**src/rtl/core/pts_pkg.sv**
```systemverilog
// Shared types, codes and constants of the periodic task scheduler.
package pts_pkg;

  localparam int SLOT_LIMIT   = 16;
  localparam int SLOT_W       = 4;
  localparam int COUNT_W      = 5;
  localparam int TIME_W       = 32;
  localparam int SUM_W        = 36;
  localparam int LOAD_W       = 16;
  localparam int BETA_W       = 8;
  localparam int DVD_W        = TIME_W + 8;
  localparam int DIV_CNT_W    = 6;
  localparam int MAX_TASKS_DEF = 16;

  localparam int PADDR_W      = 3;
  localparam int PDATA_W      = 32;
  localparam logic [BETA_W-1:0] BETA_RESET = 8'd243;

  localparam logic [1:0] CMD_ADD  = 2'd0;
  localparam logic [1:0] CMD_TICK = 2'd1;
  localparam logic [1:0] CMD_DONE = 2'd2;

  localparam logic [1:0] KIND_ADD     = 2'd0;
  localparam logic [1:0] KIND_DUE     = 2'd1;
  localparam logic [1:0] KIND_NOTHING = 2'd2;
  localparam logic [1:0] KIND_LOAD    = 2'd3;

  // register index (paddr[2]) of load_beta
  localparam logic REG_LOAD_BETA = 1'b0;

  typedef struct packed {
    logic [TIME_W-1:0] period;
    logic [TIME_W-1:0] due;
  } entry_t;

  typedef struct packed {
    logic              en;
    logic [SLOT_W-1:0] addr;
    entry_t            data;
  } table_wr_t;

  typedef enum logic [3:0] {
    ST_IDLE,
    ST_ADD,
    ST_READ,
    ST_EVAL,
    ST_FINISH,
    ST_DIV,
    ST_MIX,
    ST_SUM,
    ST_REPORT
  } state_t;

endpackage

```
**src/rtl/core/pts_cmd_if.sv**
```systemverilog
// Command channel: one beat per command.
interface pts_cmd_if;
  logic                       valid;
  logic                       ready;
  logic [1:0]                 command;
  logic [pts_pkg::TIME_W-1:0] period_us;
  logic [pts_pkg::TIME_W-1:0] now_us;
  logic [pts_pkg::TIME_W-1:0] elapsed_us;

  modport source (output valid, command, period_us, now_us, elapsed_us, input ready);
  modport sink   (input valid, command, period_us, now_us, elapsed_us, output ready);
endinterface

```
**src/rtl/core/pts_res_if.sv**
```systemverilog
// Result channel: one beat per result.
interface pts_res_if;
  logic                       valid;
  logic                       ready;
  logic [1:0]                 kind;
  logic                       accepted;
  logic [pts_pkg::SLOT_W-1:0] task_slot;
  logic [pts_pkg::LOAD_W-1:0] load_value;
  logic                       last;

  modport source (output valid, kind, accepted, task_slot, load_value, last, input ready);
  modport sink   (input valid, kind, accepted, task_slot, load_value, last, output ready);
endinterface

```
**src/rtl/core/pts_table.sv**
```systemverilog
// Task table: period and due time per slot, one write and one registered read port.
module pts_table (
  input  logic                       clk,
  input  pts_pkg::table_wr_t         wr,
  input  logic                       re,
  input  logic [pts_pkg::SLOT_W-1:0] raddr,
  output pts_pkg::entry_t            rdata
);

  pts_pkg::entry_t mem [pts_pkg::SLOT_LIMIT];

  always_ff @(posedge clk) begin
    if (wr.en) begin
      mem[wr.addr] <= wr.data;
    end
    if (re) begin
      rdata <= mem[raddr];
    end
  end

endmodule

```
**src/rtl/core/pts_div.sv**
```systemverilog
// Restoring divider, one quotient bit per cycle.
module pts_div (
  input  logic                      clk,
  input  logic                      rst,
  input  logic                      start,
  input  logic [pts_pkg::DVD_W-1:0] dividend,
  input  logic [pts_pkg::SUM_W-1:0] divisor,
  output logic                      done,
  output logic [pts_pkg::DVD_W-1:0] quotient
);

  logic                          busy;
  logic [pts_pkg::DIV_CNT_W-1:0] count;
  logic [pts_pkg::DVD_W-1:0]     dvd;
  logic [pts_pkg::SUM_W-1:0]     rem;
  logic [pts_pkg::SUM_W-1:0]     dsr;
  logic [pts_pkg::SUM_W:0]       rem_sh;
  logic [pts_pkg::SUM_W:0]       diff;
  logic                          ge;

  always_comb begin
    rem_sh = {rem, dvd[pts_pkg::DVD_W-1]};
    ge     = rem_sh >= {1'b0, dsr};
    diff   = rem_sh - {1'b0, dsr};
  end

  always_ff @(posedge clk) begin
    if (rst) begin
      busy <= 1'b0;
      done <= 1'b0;
    end else begin
      done <= 1'b0;
      if (start) begin
        busy  <= 1'b1;
        count <= '0;
        dvd   <= dividend;
        dsr   <= divisor;
        rem   <= '0;
      end else if (busy) begin
        // remainder stays below the divisor, so the top bit drops out
        rem   <= ge ? diff[pts_pkg::SUM_W-1:0] : rem_sh[pts_pkg::SUM_W-1:0];
        dvd   <= {dvd[pts_pkg::DVD_W-2:0], ge};
        count <= count + 1'b1;
        if (count == pts_pkg::DIV_CNT_W'(pts_pkg::DVD_W - 1)) begin
          busy <= 1'b0;
          done <= 1'b1;
        end
      end
    end
  end

  assign quotient = dvd;

endmodule

```
**src/rtl/core/periodic_task_scheduler.sv**
```systemverilog
// Periodic task scheduler: task table walk, load estimate and register port.
//
// cmd carries one command per beat (add task, tick with the current time,
// loop done with the measured time); res returns the results, the final
// result of each command marked by last. load_beta is written over the
// APB-style port at address 0 and reads back there.
// Add: one result. Tick: the table is read slot by slot, a read state then an
// evaluate state (read-modify-write) per occupied slot, then a finish state;
// each due slot gives one result and a tick with nothing due gives a single
// nothing-due result. Loop done: a serial divider and then the load blend
// (mix, sum) come before the load report; the report is made straight away
// when no interval has been summed.
// One command is worked on at a time; cmd.ready is high while idle, even
// with the last result still waiting in the output register.
// If res stalls, the walk waits with the result held steady.
// Reset empties the table, clears the interval sum and load, and sets
// load_beta to 243; table contents need no clearing.
module periodic_task_scheduler #(
  parameter int MAX_TASKS = pts_pkg::MAX_TASKS_DEF
) (
  input  logic                        clk,
  input  logic                        rst,
  pts_cmd_if.sink                     cmd,
  pts_res_if.source                   res,
  input  logic                        psel,
  input  logic                        penable,
  input  logic                        pwrite,
  input  logic [pts_pkg::PADDR_W-1:0] paddr,
  input  logic [pts_pkg::PDATA_W-1:0] pwdata,
  output logic [pts_pkg::PDATA_W-1:0] prdata,
  output logic                        pready
);

  localparam int Cap = (MAX_TASKS < pts_pkg::SLOT_LIMIT) ? MAX_TASKS : pts_pkg::SLOT_LIMIT;

  pts_pkg::state_t state, state_next;

  logic [pts_pkg::BETA_W-1:0]  load_beta;
  logic [pts_pkg::COUNT_W-1:0] task_count;
  logic [pts_pkg::SUM_W-1:0]   interval_sum;
  logic [pts_pkg::LOAD_W-1:0]  load_average;
  logic [pts_pkg::TIME_W-1:0]  interval_hold;
  logic [pts_pkg::TIME_W-1:0]  now_hold;
  logic [pts_pkg::COUNT_W-1:0] idx;
  logic                        pend_valid;
  logic [pts_pkg::SLOT_W-1:0]  pend_slot;
  logic [23:0]                 prod_a;
  logic [pts_pkg::LOAD_W-1:0]  ratio;

  logic                        out_valid;
  logic [1:0]                  out_kind;
  logic                        out_accepted;
  logic [pts_pkg::SLOT_W-1:0]  out_slot;
  logic [pts_pkg::LOAD_W-1:0]  out_load;
  logic                        out_last;

  logic                        cmd_acc;
  logic                        out_free;
  logic                        full;
  logic                        due;
  logic                        more;
  logic                        emit;
  logic [1:0]                  emit_kind;
  logic                        emit_accepted;
  logic [pts_pkg::SLOT_W-1:0]  emit_slot;
  logic                        emit_last;
  logic                        mem_re;
  pts_pkg::table_wr_t          wr;
  pts_pkg::entry_t             rdata;
  logic                        div_start;
  logic                        div_done;
  logic [pts_pkg::DVD_W-1:0]   quotient;
  logic [pts_pkg::SUM_W:0]     sum_add;
  logic [8:0]                  weight;
  logic [24:0]                 prod_b;
  logic [25:0]                 mix;
  logic                        cfg_wr;

  pts_table u_table (
    .clk   (clk),
    .wr    (wr),
    .re    (mem_re),
    .raddr (idx[pts_pkg::SLOT_W-1:0]),
    .rdata (rdata)
  );

  pts_div u_div (
    .clk      (clk),
    .rst      (rst),
    .start    (div_start),
    .dividend ({cmd.elapsed_us, 8'd0}),
    .divisor  (interval_sum),
    .done     (div_done),
    .quotient (quotient)
  );

  // register port
  assign pready = 1'b1;
  assign cfg_wr = psel && penable && pwrite;
  assign prdata = (paddr[2] == pts_pkg::REG_LOAD_BETA) ?
                  pts_pkg::PDATA_W'(load_beta) : '0;

  assign cmd_acc  = cmd.valid && cmd.ready;
  assign out_free = !out_valid || res.ready;
  assign full     = task_count >= pts_pkg::COUNT_W'(Cap);
  assign due      = now_hold >= rdata.due;
  assign more     = idx < task_count;
  assign sum_add  = {1'b0, interval_sum} + (pts_pkg::SUM_W + 1)'(rdata.period);
  assign weight   = 9'd256 - {1'b0, load_beta};
  assign prod_b   = weight * ratio;
  assign mix      = {2'b00, prod_a} + {1'b0, prod_b} + 26'd128;

  always_comb begin
    state_next = state;
    unique case (state)
      pts_pkg::ST_IDLE: begin
        if (cmd_acc) begin
          unique case (cmd.command)
            pts_pkg::CMD_ADD:  state_next = pts_pkg::ST_ADD;
            pts_pkg::CMD_TICK: state_next = pts_pkg::ST_READ;
            pts_pkg::CMD_DONE: state_next = (interval_sum != '0) ? pts_pkg::ST_DIV
                                                                 : pts_pkg::ST_REPORT;
            default:           state_next = pts_pkg::ST_IDLE;
          endcase
        end
      end
      pts_pkg::ST_ADD:    if (out_free) state_next = pts_pkg::ST_IDLE;
      pts_pkg::ST_READ:   state_next = more ? pts_pkg::ST_EVAL : pts_pkg::ST_FINISH;
      pts_pkg::ST_EVAL:   if (out_free) state_next = pts_pkg::ST_READ;
      pts_pkg::ST_FINISH: if (out_free) state_next = pts_pkg::ST_IDLE;
      pts_pkg::ST_DIV:    if (div_done) state_next = pts_pkg::ST_MIX;
      pts_pkg::ST_MIX:    state_next = pts_pkg::ST_SUM;
      pts_pkg::ST_SUM:    state_next = pts_pkg::ST_REPORT;
      pts_pkg::ST_REPORT: if (out_free) state_next = pts_pkg::ST_IDLE;
      default:            state_next = pts_pkg::ST_IDLE;
    endcase
  end

  always_comb begin
    cmd.ready     = state == pts_pkg::ST_IDLE;
    mem_re        = (state == pts_pkg::ST_READ) && more;
    div_start     = (state == pts_pkg::ST_IDLE) && cmd_acc &&
                    (cmd.command == pts_pkg::CMD_DONE) && (interval_sum != '0);
    wr.en         = 1'b0;
    wr.addr       = idx[pts_pkg::SLOT_W-1:0];
    wr.data       = rdata;
    emit          = 1'b0;
    emit_kind     = pts_pkg::KIND_ADD;
    emit_accepted = 1'b0;
    emit_slot     = '0;
    emit_last     = 1'b1;
    unique case (state)
      pts_pkg::ST_ADD: begin
        emit          = out_free;
        emit_kind     = pts_pkg::KIND_ADD;
        emit_accepted = !full;
        emit_slot     = full ? '0 : task_count[pts_pkg::SLOT_W-1:0];
        wr.en         = out_free && !full;
        wr.addr       = task_count[pts_pkg::SLOT_W-1:0];
        wr.data       = '{period: interval_hold, due: '0};
      end
      pts_pkg::ST_EVAL: begin
        // an earlier due slot goes out once a later one shows it was not last
        emit        = out_free && due && pend_valid;
        emit_kind   = pts_pkg::KIND_DUE;
        emit_slot   = pend_slot;
        emit_last   = 1'b0;
        wr.en       = out_free && due;
        wr.data     = '{period: rdata.period, due: now_hold + rdata.period};
      end
      pts_pkg::ST_FINISH: begin
        emit      = out_free;
        emit_kind = pend_valid ? pts_pkg::KIND_DUE : pts_pkg::KIND_NOTHING;
        emit_slot = pend_valid ? pend_slot : '0;
      end
      pts_pkg::ST_REPORT: begin
        emit      = out_free;
        emit_kind = pts_pkg::KIND_LOAD;
      end
      default: begin
      end
    endcase
  end

  always_ff @(posedge clk) begin
    if (rst) begin
      state        <= pts_pkg::ST_IDLE;
      load_beta    <= pts_pkg::BETA_RESET;
      task_count   <= '0;
      interval_sum <= '0;
      load_average <= '0;
      pend_valid   <= 1'b0;
      out_valid    <= 1'b0;
    end else begin
      state <= state_next;

      if (cfg_wr && (paddr[2] == pts_pkg::REG_LOAD_BETA)) begin
        load_beta <= pwdata[pts_pkg::BETA_W-1:0];
      end

      if (cmd_acc) begin
        interval_hold <= cmd.period_us;
        now_hold      <= cmd.now_us;
        idx           <= '0;
        pend_valid    <= 1'b0;
      end

      if (state == pts_pkg::ST_ADD && out_free && !full) begin
        task_count <= task_count + 1'b1;
      end

      if (state == pts_pkg::ST_EVAL && out_free) begin
        idx <= idx + 1'b1;
        if (due) begin
          pend_valid <= 1'b1;
          pend_slot  <= idx[pts_pkg::SLOT_W-1:0];
          interval_sum <= sum_add[pts_pkg::SUM_W] ? '1 : sum_add[pts_pkg::SUM_W-1:0];
        end
      end

      if (state == pts_pkg::ST_MIX) begin
        prod_a <= load_beta * load_average;
        ratio  <= (quotient[pts_pkg::DVD_W-1:pts_pkg::LOAD_W] != '0) ? '1
                                                                    : quotient[pts_pkg::LOAD_W-1:0];
      end

      if (state == pts_pkg::ST_SUM) begin
        load_average <= (mix[25:24] != 2'b00) ? '1 : mix[23:8];
      end

      if (state == pts_pkg::ST_REPORT && out_free) begin
        interval_sum <= '0;
      end

      if (emit) begin
        out_valid <= 1'b1;
      end else if (res.ready) begin
        out_valid <= 1'b0;
      end
    end
  end

  // result beat payload
  always_ff @(posedge clk) begin
    if (emit) begin
      out_kind     <= emit_kind;
      out_accepted <= emit_accepted;
      out_slot     <= emit_slot;
      out_load     <= (emit_kind == pts_pkg::KIND_LOAD) ? load_average : '0;
      out_last     <= emit_last;
    end
  end

  assign res.valid      = out_valid;
  assign res.kind       = out_kind;
  assign res.accepted   = out_accepted;
  assign res.task_slot  = out_slot;
  assign res.load_value = out_load;
  assign res.last       = out_last;

endmodule
```
**src/flat_wrapper.sv**
```systemverilog
// flat-port wrapper written by rule: the top's interface ports become plain ports
module periodic_task_scheduler_flat 
#(
  parameter int MAX_TASKS = pts_pkg::MAX_TASKS_DEF
)
  (clk, rst, psel, penable, pwrite, paddr, pwdata, prdata, pready, cmd_valid, cmd_command, cmd_period_us, cmd_now_us, cmd_elapsed_us, cmd_ready, res_valid, res_kind, res_accepted, res_task_slot, res_load_value, res_last, res_ready);
  pts_cmd_if cmd_i ();
  pts_res_if res_i ();
  input  logic clk;
  input  logic rst;
  input  logic psel;
  input  logic penable;
  input  logic pwrite;
  input  logic [pts_pkg::PADDR_W-1:0] paddr;
  input  logic [pts_pkg::PDATA_W-1:0] pwdata;
  output logic [pts_pkg::PDATA_W-1:0] prdata;
  output logic pready;
  input wire logic [$bits(cmd_i.valid)-1:0] cmd_valid;
  input wire logic [$bits(cmd_i.command)-1:0] cmd_command;
  input wire logic [$bits(cmd_i.period_us)-1:0] cmd_period_us;
  input wire logic [$bits(cmd_i.now_us)-1:0] cmd_now_us;
  input wire logic [$bits(cmd_i.elapsed_us)-1:0] cmd_elapsed_us;
  output wire logic [$bits(cmd_i.ready)-1:0] cmd_ready;
  output wire logic [$bits(res_i.valid)-1:0] res_valid;
  output wire logic [$bits(res_i.kind)-1:0] res_kind;
  output wire logic [$bits(res_i.accepted)-1:0] res_accepted;
  output wire logic [$bits(res_i.task_slot)-1:0] res_task_slot;
  output wire logic [$bits(res_i.load_value)-1:0] res_load_value;
  output wire logic [$bits(res_i.last)-1:0] res_last;
  input wire logic [$bits(res_i.ready)-1:0] res_ready;
  assign cmd_i.valid = cmd_valid;
  assign cmd_i.command = cmd_command;
  assign cmd_i.period_us = cmd_period_us;
  assign cmd_i.now_us = cmd_now_us;
  assign cmd_i.elapsed_us = cmd_elapsed_us;
  assign cmd_ready = cmd_i.ready;
  assign res_valid = res_i.valid;
  assign res_kind = res_i.kind;
  assign res_accepted = res_i.accepted;
  assign res_task_slot = res_i.task_slot;
  assign res_load_value = res_i.load_value;
  assign res_last = res_i.last;
  assign res_i.ready = res_ready;
  periodic_task_scheduler #(.MAX_TASKS(MAX_TASKS)) u_core (.clk(clk), .rst(rst), .cmd(cmd_i), .res(res_i), .psel(psel), .penable(penable), .pwrite(pwrite), .paddr(paddr), .pwdata(pwdata), .prdata(prdata), .pready(pready));
endmodule
```
**config.mk**
```make
export PLATFORM = sky130hd
export DESIGN_NAME = periodic_task_scheduler_flat
export DESIGN_NICKNAME = d
export VERILOG_FILES = /design/src/rtl/core/pts_pkg.sv /design/src/rtl/core/pts_cmd_if.sv /design/src/rtl/core/pts_res_if.sv /design/src/rtl/core/pts_table.sv /design/src/rtl/core/pts_div.sv /design/src/rtl/core/periodic_task_scheduler.sv /design/src/flat_wrapper.sv
export SDC_FILE = /design/constraint.sdc
export NUM_CORES = 2
export LEC_CHECK = 0
export ABC_CLOCK_PERIOD_IN_PS = 20700
export BUFFER_PORTS_ARGS = -buffer_cell sky130_fd_sc_hd__buf_2
export CAP_MARGIN = 30
export CORE_AREA = 2 2 373 375
export DETAILED_ROUTE_END_ITERATION = 7
export DIE_AREA = 0 0 375 377
export PLACE_DENSITY = 0.77
export SYNTH_ARGS = -nofsm -noshare
export SYNTH_HDL_FRONTEND = slang
export SYNTH_SLANG_ARGS = --single-unit
```
**constraint.sdc**
```tcl
create_clock -name clk -period 20.7 [get_ports clk]
set_input_delay 0 -clock clk [delete_from_list [all_inputs] [get_ports clk]]
set_output_delay 0 -clock clk [all_outputs]
set_load 0.1 [all_outputs]
```
# [Word-level counts from Yosys, hierarchy flattened]
# Memories as Yosys holds them, arrays and structs flattened. A register that Yosys moved wholly into a read port is not among the register bits.
# Index checks and enable logic that the tools add are counted.
[classes] order_cmp=4 bitwise_logic=3 n_mul=2 muxes=39 eq_ne=16 n_reduce_logical=37 addsub=9
[ops] operator="$pmux 64 s2" count=1
[ops] operator="$mux 36" count=3
[ops] operator="$mux 40" count=2
[ops] operator="$add 36x32->37" count=1
[ops] operator="$ge 37x36->1" count=1
[ops] operator="$reduce_bool 36->1" count=1
[ops] operator="$sub 36x36->36" count=1
[ops] operator="$add 32x32->32" count=1
[ops] operator="$ge 32x32->1" count=1
[ops] operator="$mux 4" count=8
[ops] operator="$pmux 4 s7" count=1
[ops] operator="$add 24x25->26" count=1
[ops] operator="$add 26x8->26 const B" count=1
[ops] operator="$mul 9x16->25" count=1
[ops] operator="$mul 8x16->24" count=1
[ops] operator="$pmux 4 s3" count=2
[ops] operator="$reduce_bool 24->1" count=1
[ops] operator="$eq 4x3->1 const B" count=4
[ops] operator="$mux 16" count=1
[ops] operator="$logic_and 1x1->1" count=15
[ops] operator="$mux 1" count=12
[ops] operator="$reduce_and 2->1" count=6
[ops] operator="$add 5x1->5 const B" count=2
[ops] operator="$mux 5" count=2
[ops] operator="28 further kinds" count=40
[word_totals] output_inout_bits=59 memories=1 register_bits=328 word_cells=136 ramBits=1024
[memory_table] memory="u_core.u_table.mem" depth=16 word_bits=64 read_ports=1 rd_ports_with_merged_regs=1 write_ports=1 line="pts_table.sv:10" rtl="pts_pkg::entry_t mem [pts_pkg::SLOT_LIMIT];"

# [Logic depth before layout (Yosys ltp)]
[logic_depth] depth_word=7 mapped_depth=29 depth_no_buf=26

# [Modules after synthesis]
# A second synthesis with hierarchy kept.
[hier_totals] cells_unflattened=4632 hier_area_um2=69030.0
[by_module_without_submodules] module="pts_table" instances=1 area_per_inst_um2=40222.3 cells_per_inst=1647 seq_area_each_um2=32671.3
[by_module_without_submodules] module="periodic_task_scheduler" instances=1 area_per_inst_um2=21613.2 cells_per_inst=2323 seq_area_each_um2=5535.3
[by_module_without_submodules] module="pts_div" instances=1 area_per_inst_um2=7194.4 cells_per_inst=662 seq_area_each_um2=3583.4

# [Worst setup path after synthesis]
# No wires, ideal clock.
[synth_timing] path_type="reg2reg" start="reg u_core.state[0]" end="reg u_core.u_div.count[0] in the netlist's numbering (enable)" t_required_ps=20177 slack_ps=11545 arrival_ps=8632 setup_ps=523 path_stages_with_launch=9 cell_sequence="dfxtp_1 > buf_2 > nor4_1 > nand2_1 > nor3_1 > buf_2 > clkbuf_1 > nor2_1 > nor2_1"
[synth_between] elab_chain_cells=7
[synth_rtl] item="from (decl)" line="periodic_task_scheduler.sv:36" rtl="pts_pkg::state_t state, state_next;"
[synth_rtl] item="from (signal assigned)" line="periodic_task_scheduler.sv:187" rtl="state <= pts_pkg::ST_IDLE;"
[synth_rtl] item="from (signal assigned)" line="periodic_task_scheduler.sv:195" rtl="state <= state_next;"
[synth_rtl] item="$logic_not 4->1 (*)" line="periodic_task_scheduler.sv:140" rtl="cmd.ready = state == pts_pkg::ST_IDLE;"
[synth_rtl] item="via cmd_ready" line="flat_wrapper.sv:23" rtl="output wire logic [$bits(cmd_i.ready)-1:0] cmd_ready;"
[synth_rtl] item="$logic_and 1x1->1" line="periodic_task_scheduler.sv:103" rtl="assign cmd_acc = cmd.valid && cmd.ready;"
[synth_rtl] item="$logic_and 1x1->1 (*) (2 in a row)" line="periodic_task_scheduler.sv:142" rtl="div_start = (state == pts_pkg::ST_IDLE) && cmd_acc &&"
[synth_rtl] item="$logic_and 1x1->1 (*)" line="periodic_task_scheduler.sv:143" rtl="(cmd.command == pts_pkg::CMD_DONE) && (interval_sum != '0);"
[synth_rtl] item="$reduce_bool 2->1 (no source line) (*)"
[synth_rtl] item="$reduce_and 2->1 (no source line) (*)"
[synth_rtl] item="to (signal assigned)" line="pts_div.sv:43" rtl="count <= count + 1'b1;"
[synth_rtl] item="to (decl)" line="pts_div.sv:13" rtl="logic [pts_pkg::DIV_CNT_W-1:0] count;"
# Mark *: on every way through the listed nets, which the timed path passes. The rest lies on a longest branch.
# A chain may end at the register's enable or synchronous reset.

# [Worst setup path in the final report]
[layout_timing] start="reg u_core.load_beta[3] in the netlist's numbering" end="reg u_core.load_average[2] in the netlist's numbering"
[layout_between] elab_chain_cells=6
[layout_rtl] item="from (decl)" line="periodic_task_scheduler.sv:38" rtl="logic [pts_pkg::BETA_W-1:0] load_beta;"
[layout_rtl] item="from (signal assigned)" line="periodic_task_scheduler.sv:188" rtl="load_beta <= pts_pkg::BETA_RESET;"
[layout_rtl] item="from (signal assigned)" line="periodic_task_scheduler.sv:198" rtl="load_beta <= pwdata[pts_pkg::BETA_W-1:0];"
[layout_rtl] item="$sub 9x8->9 (*)" line="periodic_task_scheduler.sv:109" rtl="assign weight = 9'd256 - {1'b0, load_beta};"
[layout_rtl] item="$mul 9x16->25 (*)" line="periodic_task_scheduler.sv:110" rtl="assign prod_b = weight * ratio;"
[layout_rtl] item="$add 24x25->26 (*)" line="periodic_task_scheduler.sv:111" rtl="assign mix = {2'b00, prod_a} + {1'b0, prod_b} + 26'd128;"
[layout_rtl] item="$add 26x8->26 (*)" line="periodic_task_scheduler.sv:111"
[layout_rtl] item="$reduce_bool 2->1" line="periodic_task_scheduler.sv:228" rtl="load_average <= (mix[25:24] != 2'b00) ? '1 : mix[23:8];"
[layout_rtl] item="$mux 16 (*)" line="periodic_task_scheduler.sv:228"
[layout_rtl] item="to (signal assigned)" line="periodic_task_scheduler.sv:228"
[layout_rtl] item="to (decl)" line="periodic_task_scheduler.sv:41" rtl="logic [pts_pkg::LOAD_W-1:0] load_average;"
# Every way passes the cells marked *; elsewhere a longest branch is shown, timed or not.

==> impl_metrics.env <==
export IMPL_status="finished clean"
export IMPL_clock_sinks=1416
export IMPL_end_kind="register"
export IMPL_fin_crit_sh_pct=38.3
export IMPL_path_cells="or3_1, or2_2, nor4_1, xnor2_1, buf_4, and2_1, fa_1, fa_1, fa_1, fa_1, inv_1, fa_1, inv_1, ha_1, a21o_1, a21o_1, a21o_1, a21o_1, a21oi_1, nor2_1, a2111oi_0, nand4_1, a21boi_4, a211oi_1"
export IMPL_hold_depth=2
export IMPL_cts_buffers=147
export IMPL_num_fill_cells=10000
export IMPL_synthAdderAreaFrac_pct=10.7
export IMPL_synth_mux_area_share_pct=11.2
export IMPL_netlist_area_um2=68400
export IMPL_wl_per_cell_um=25.5
export IMPL_start_util_pct=49.9
export IMPL_min_to="u_core.now_hold[0]"
export IMPL_avgViaCountPerCell=6.05
export IMPL_rsz0062_at_grt="no"
export IMPL_grt_use_met3_pct=4.87
export IMPL_grt_max_degree=149
export IMPL_fp_coreArea_um2=137000
export IMPL_place_port_buffers=147
export IMPL_drv_slew=0
export IMPL_routed_via_count=40800
export IMPL_fin_crit_ns=7.92
export IMPL_drt_iter0_drc=4716
export IMPL_final_cell_mix="edfxtp_1 (1343), inv_1 (358), nand2_1 (353)"
export IMPL_ant_nets=0
export IMPL_crit_type="register to register"
export IMPL_yosys_warnings=0
export IMPL_skew_ns=0.0537
export IMPL_cp_start_kind="register"
export IMPL_synthFlopType="edfxtp_1"
export IMPL_rr_worst_depth=24
export IMPL_yosysSeqAreaShare_pct=61.1
export IMPL_hold_path_class="primary input to register"
export IMPL_drive_above_1_share_pct=18.2
export IMPL_clk_path_buf_depth=3
export IMPL_dp_hpwl_um=98700
export IMPL_area_delta_synth_final_pct=15.2
export IMPL_utilization_pct=57.5
export IMPL_hp_start="cmd_now_us[0]"
export IMPL_drv_cap=0
export IMPL_instances_no_fill=6752
export IMPL_die_y_um=377
export IMPL_crit_fanout=21
export IMPL_pwr_density_cell_nw_per_um2=84.7
export IMPL_hold_viol=0
export IMPL_cts_tree="done"
export IMPL_ys_types=94
export IMPL_first_pass_iters=5
export IMPL_slowest_delay_ns=0.60
export IMPL_busiest_layer="met2"
export IMPL_synth_compound_area_share_pct=5.19
export IMPL_ctsRootBufferMaster="clkbuf_16"
export IMPL_maxSlewHeadroom_pct=25.5
export IMPL_r2r_start="u_core.load_beta[3]"
export IMPL_critPathSlowestCell="dfxtp_1"
export IMPL_arrival_ns=8.53
export IMPL_nets=5434
export IMPL_drcViolationCount=0
export IMPL_synth_simple_gate_area_share_pct=6.69
export IMPL_reg2reg_slack_ns=12.78
export IMPL_gp_congestion=0.867
export IMPL_grt_util_all_layers_pct=24.3
export IMPL_grt_overflow=0
export IMPL_vdd_ir_drop_max_v=0.000118
export IMPL_grtUsageMet2_pct=40.2
export IMPL_p_leak_nw=28.7
export IMPL_synth_xor_xnor_area_share_pct=1.68
export IMPL_path_common_cell="fa_1"
export IMPL_setup_viol=0
export IMPL_routed_wl_um=172000
export IMPL_avgSynthCellArea_um2=15.4
export IMPL_grt_pass1_wl_um=257000
export IMPL_core_rowCount=136
export IMPL_ys_ff_latch=1416
export IMPL_place_inst=6263
export IMPL_grt_pass1_vias=41300
export IMPL_syn_inst=4435
export IMPL_die_x_um=375
export IMPL_io_pins=199
export IMPL_grtUsageMet1_pct=31.5
export IMPL_cp_data_required_time_ns=21.31
export IMPL_finalPower_mw=6.67
export IMPL_fmax_mhz=126
export IMPL_multi_input_area_um2=24600
export IMPL_dieArea_um2=141000
export IMPL_tns_ns=0
export IMPL_r2r_end="u_core.load_average[2]"
export IMPL_synth_top_family_by_area="multiplexers"
export IMPL_tightest_slew_ns=1.12
export IMPL_register_area_um2=41800
export IMPL_final_common_cell="edfxtp_1"
export IMPL_insertion_delay_ns=0.79
export IMPL_cts_max_level=4
export IMPL_clk_pin_slew_worst_paths_ns=0.06
export IMPL_antenna_found_initial=9
export IMPL_synth_edf_count=1343
export IMPL_async_reset_ff_share_pct=0
Yosys cell counts, types with 12 or more instances:
| cell type | n | area, um^2 |
|---|---|---|
| buf_4 | 31 | 233 |
| xnor2_1 | 71 | 622 |
| o21a_1 | 12 | 90.1 |
| a21oi_1 | 170 | 851 |
| a21o_1 | 74 | 556 |
| fa_1 | 208 | 4160 |
| a31oi_1 | 22 | 138 |
| nor2b_1 | 32 | 200 |
| buf_2 | 12 | 60.1 |
| mux2i_1 | 12 | 120 |
| o22ai_1 | 31 | 194 |
| nand2_1 | 354 | 1330 |
| nor4_1 | 26 | 163 |
| dfxtp_1 | 73 | 1460 |
| inv_1 | 358 | 1340 |
| nor3_1 | 51 | 255 |
| edfxtp_1 | 1343 | 40300 |
| nor2_1 | 169 | 634 |
| and3_1 | 20 | 125 |
| mux4_2 | 320 | 7210 |
| nand2b_1 | 29 | 181 |
| nand3_1 | 34 | 170 |
| mux2_2 | 32 | 360 |
| ha_1 | 250 | 3130 |
| a211oi_1 | 17 | 128 |
| nand4_1 | 24 | 150 |
| buf_1 | 29 | 109 |
| xor2_1 | 60 | 526 |
| or3_1 | 23 | 144 |
| and2_1 | 139 | 870 |
| o21ai_0 | 101 | 505 |
| clkbuf_1 | 136 | 510 |
cells by family (layout without fill, tap and decap cells):
| kind of cell | Yosys count | in the layout |
|---|---|---|
| AO/OA/AOI/OAI | 543 | 543 |
| multiplexers | 364 | 364 |
| AND/OR/NAND/NOR | 944 | 944 |
| XOR/XNOR | 131 | 131 |
| other | 2 | 26 |
| adder cells (fa/ha/maj) | 458 | 458 |
| buffers and inverters | 577 | 1076 |
| flip-flops | 1416 | 1416 |
state kept, by name, summed over array words and instances, names as in the netlist, 8 cells and up:
register	flops
u_core.interval_hold	32
u_core.interval_sum	36
u_core.load_average	16
u_core.load_beta	8
u_core.now_hold	32
u_core.prod_a	24
u_core.ratio	16
u_core.res.load_value	16
u_core.u_div.dsr	36
u_core.u_div.quotient	40
u_core.u_div.rem	36
u_core.u_table.mem	1024
u_core.u_table.rdata	64
final cells by class:
class / instances / share of cell area (%)
diodes: 1 / 0.00318
repair buffers: 447 / 4.82
flip-flops and latches: 1416 / 53.0
well taps: 1794 / 2.85
clock buffers: 169 / 4.89
clock inverters: 101 / 1.52
multi-input cells: 2465 / 31.2
inverters: 359 / 1.71
repair_timing:
item,4_1_cts,5_1_grt
hold buffers,196,0
gates resized for setup,0,0
endpoints found under the hold margin,200,0
setup buffers,0,0
worst max-delay path, delay by kind of cell (launching register included):
family,cells,cell delay (ns)
adders and majority gates,6,2.94
AOI/OAI and AO/OA,8,2.05
and+or+nand+nor,6,1.64
DFF,1,0.60
buffers and inverters,3,0.34
xor gates and xnor gates,1,0.16
metal layers:
layer / vias to the layer above / wire [um]
met3: 442 / 15900
met1: 20700 / 64500
met2: 2275 / 84600
met5: - / 93
met4: 14 / 7260
li1: 17400 / -
worst max-delay path by stage:
stage                              from                      to  slack (ns)  depth (start not counted)
floorplan               u_core.state[0]   u_core.u_div.count[0]       11.55                          8
CTS                 u_core.load_beta[3]  u_core.load_average[2]       12.79                         24
finish              u_core.load_beta[3]  u_core.load_average[2]       12.78                         24
detailed placement  u_core.load_beta[3]  u_core.load_average[2]       12.79                         24
global placement    u_core.load_beta[3]  u_core.load_average[1]       12.91                         24
global route        u_core.load_beta[3]  u_core.load_average[2]       12.14                         24
report_power, final:
group | leakage, nW | switching [mW] | internal [mW]
combinational | 13.6 | 0.424 | 0.258
sequential | 12.6 | 0.0274 | 3.19
clock | 2.46 | 1.17 | 1.61
total | 28.7 | 1.62 | 5.05
stage by stage:
stage	worst slack, ns	hold slack, ns	area [um^2]
after detailed placement	12.79	0.178	71400
after CTS	12.79	0.00435	78500
after floorplan	11.55	0.0989	68500
final	12.78	0.0837	78800
after global placement	12.91	0.177	71200
after global routing	12.14	0.0431	78800
Power figures use the tool's default switching activity.
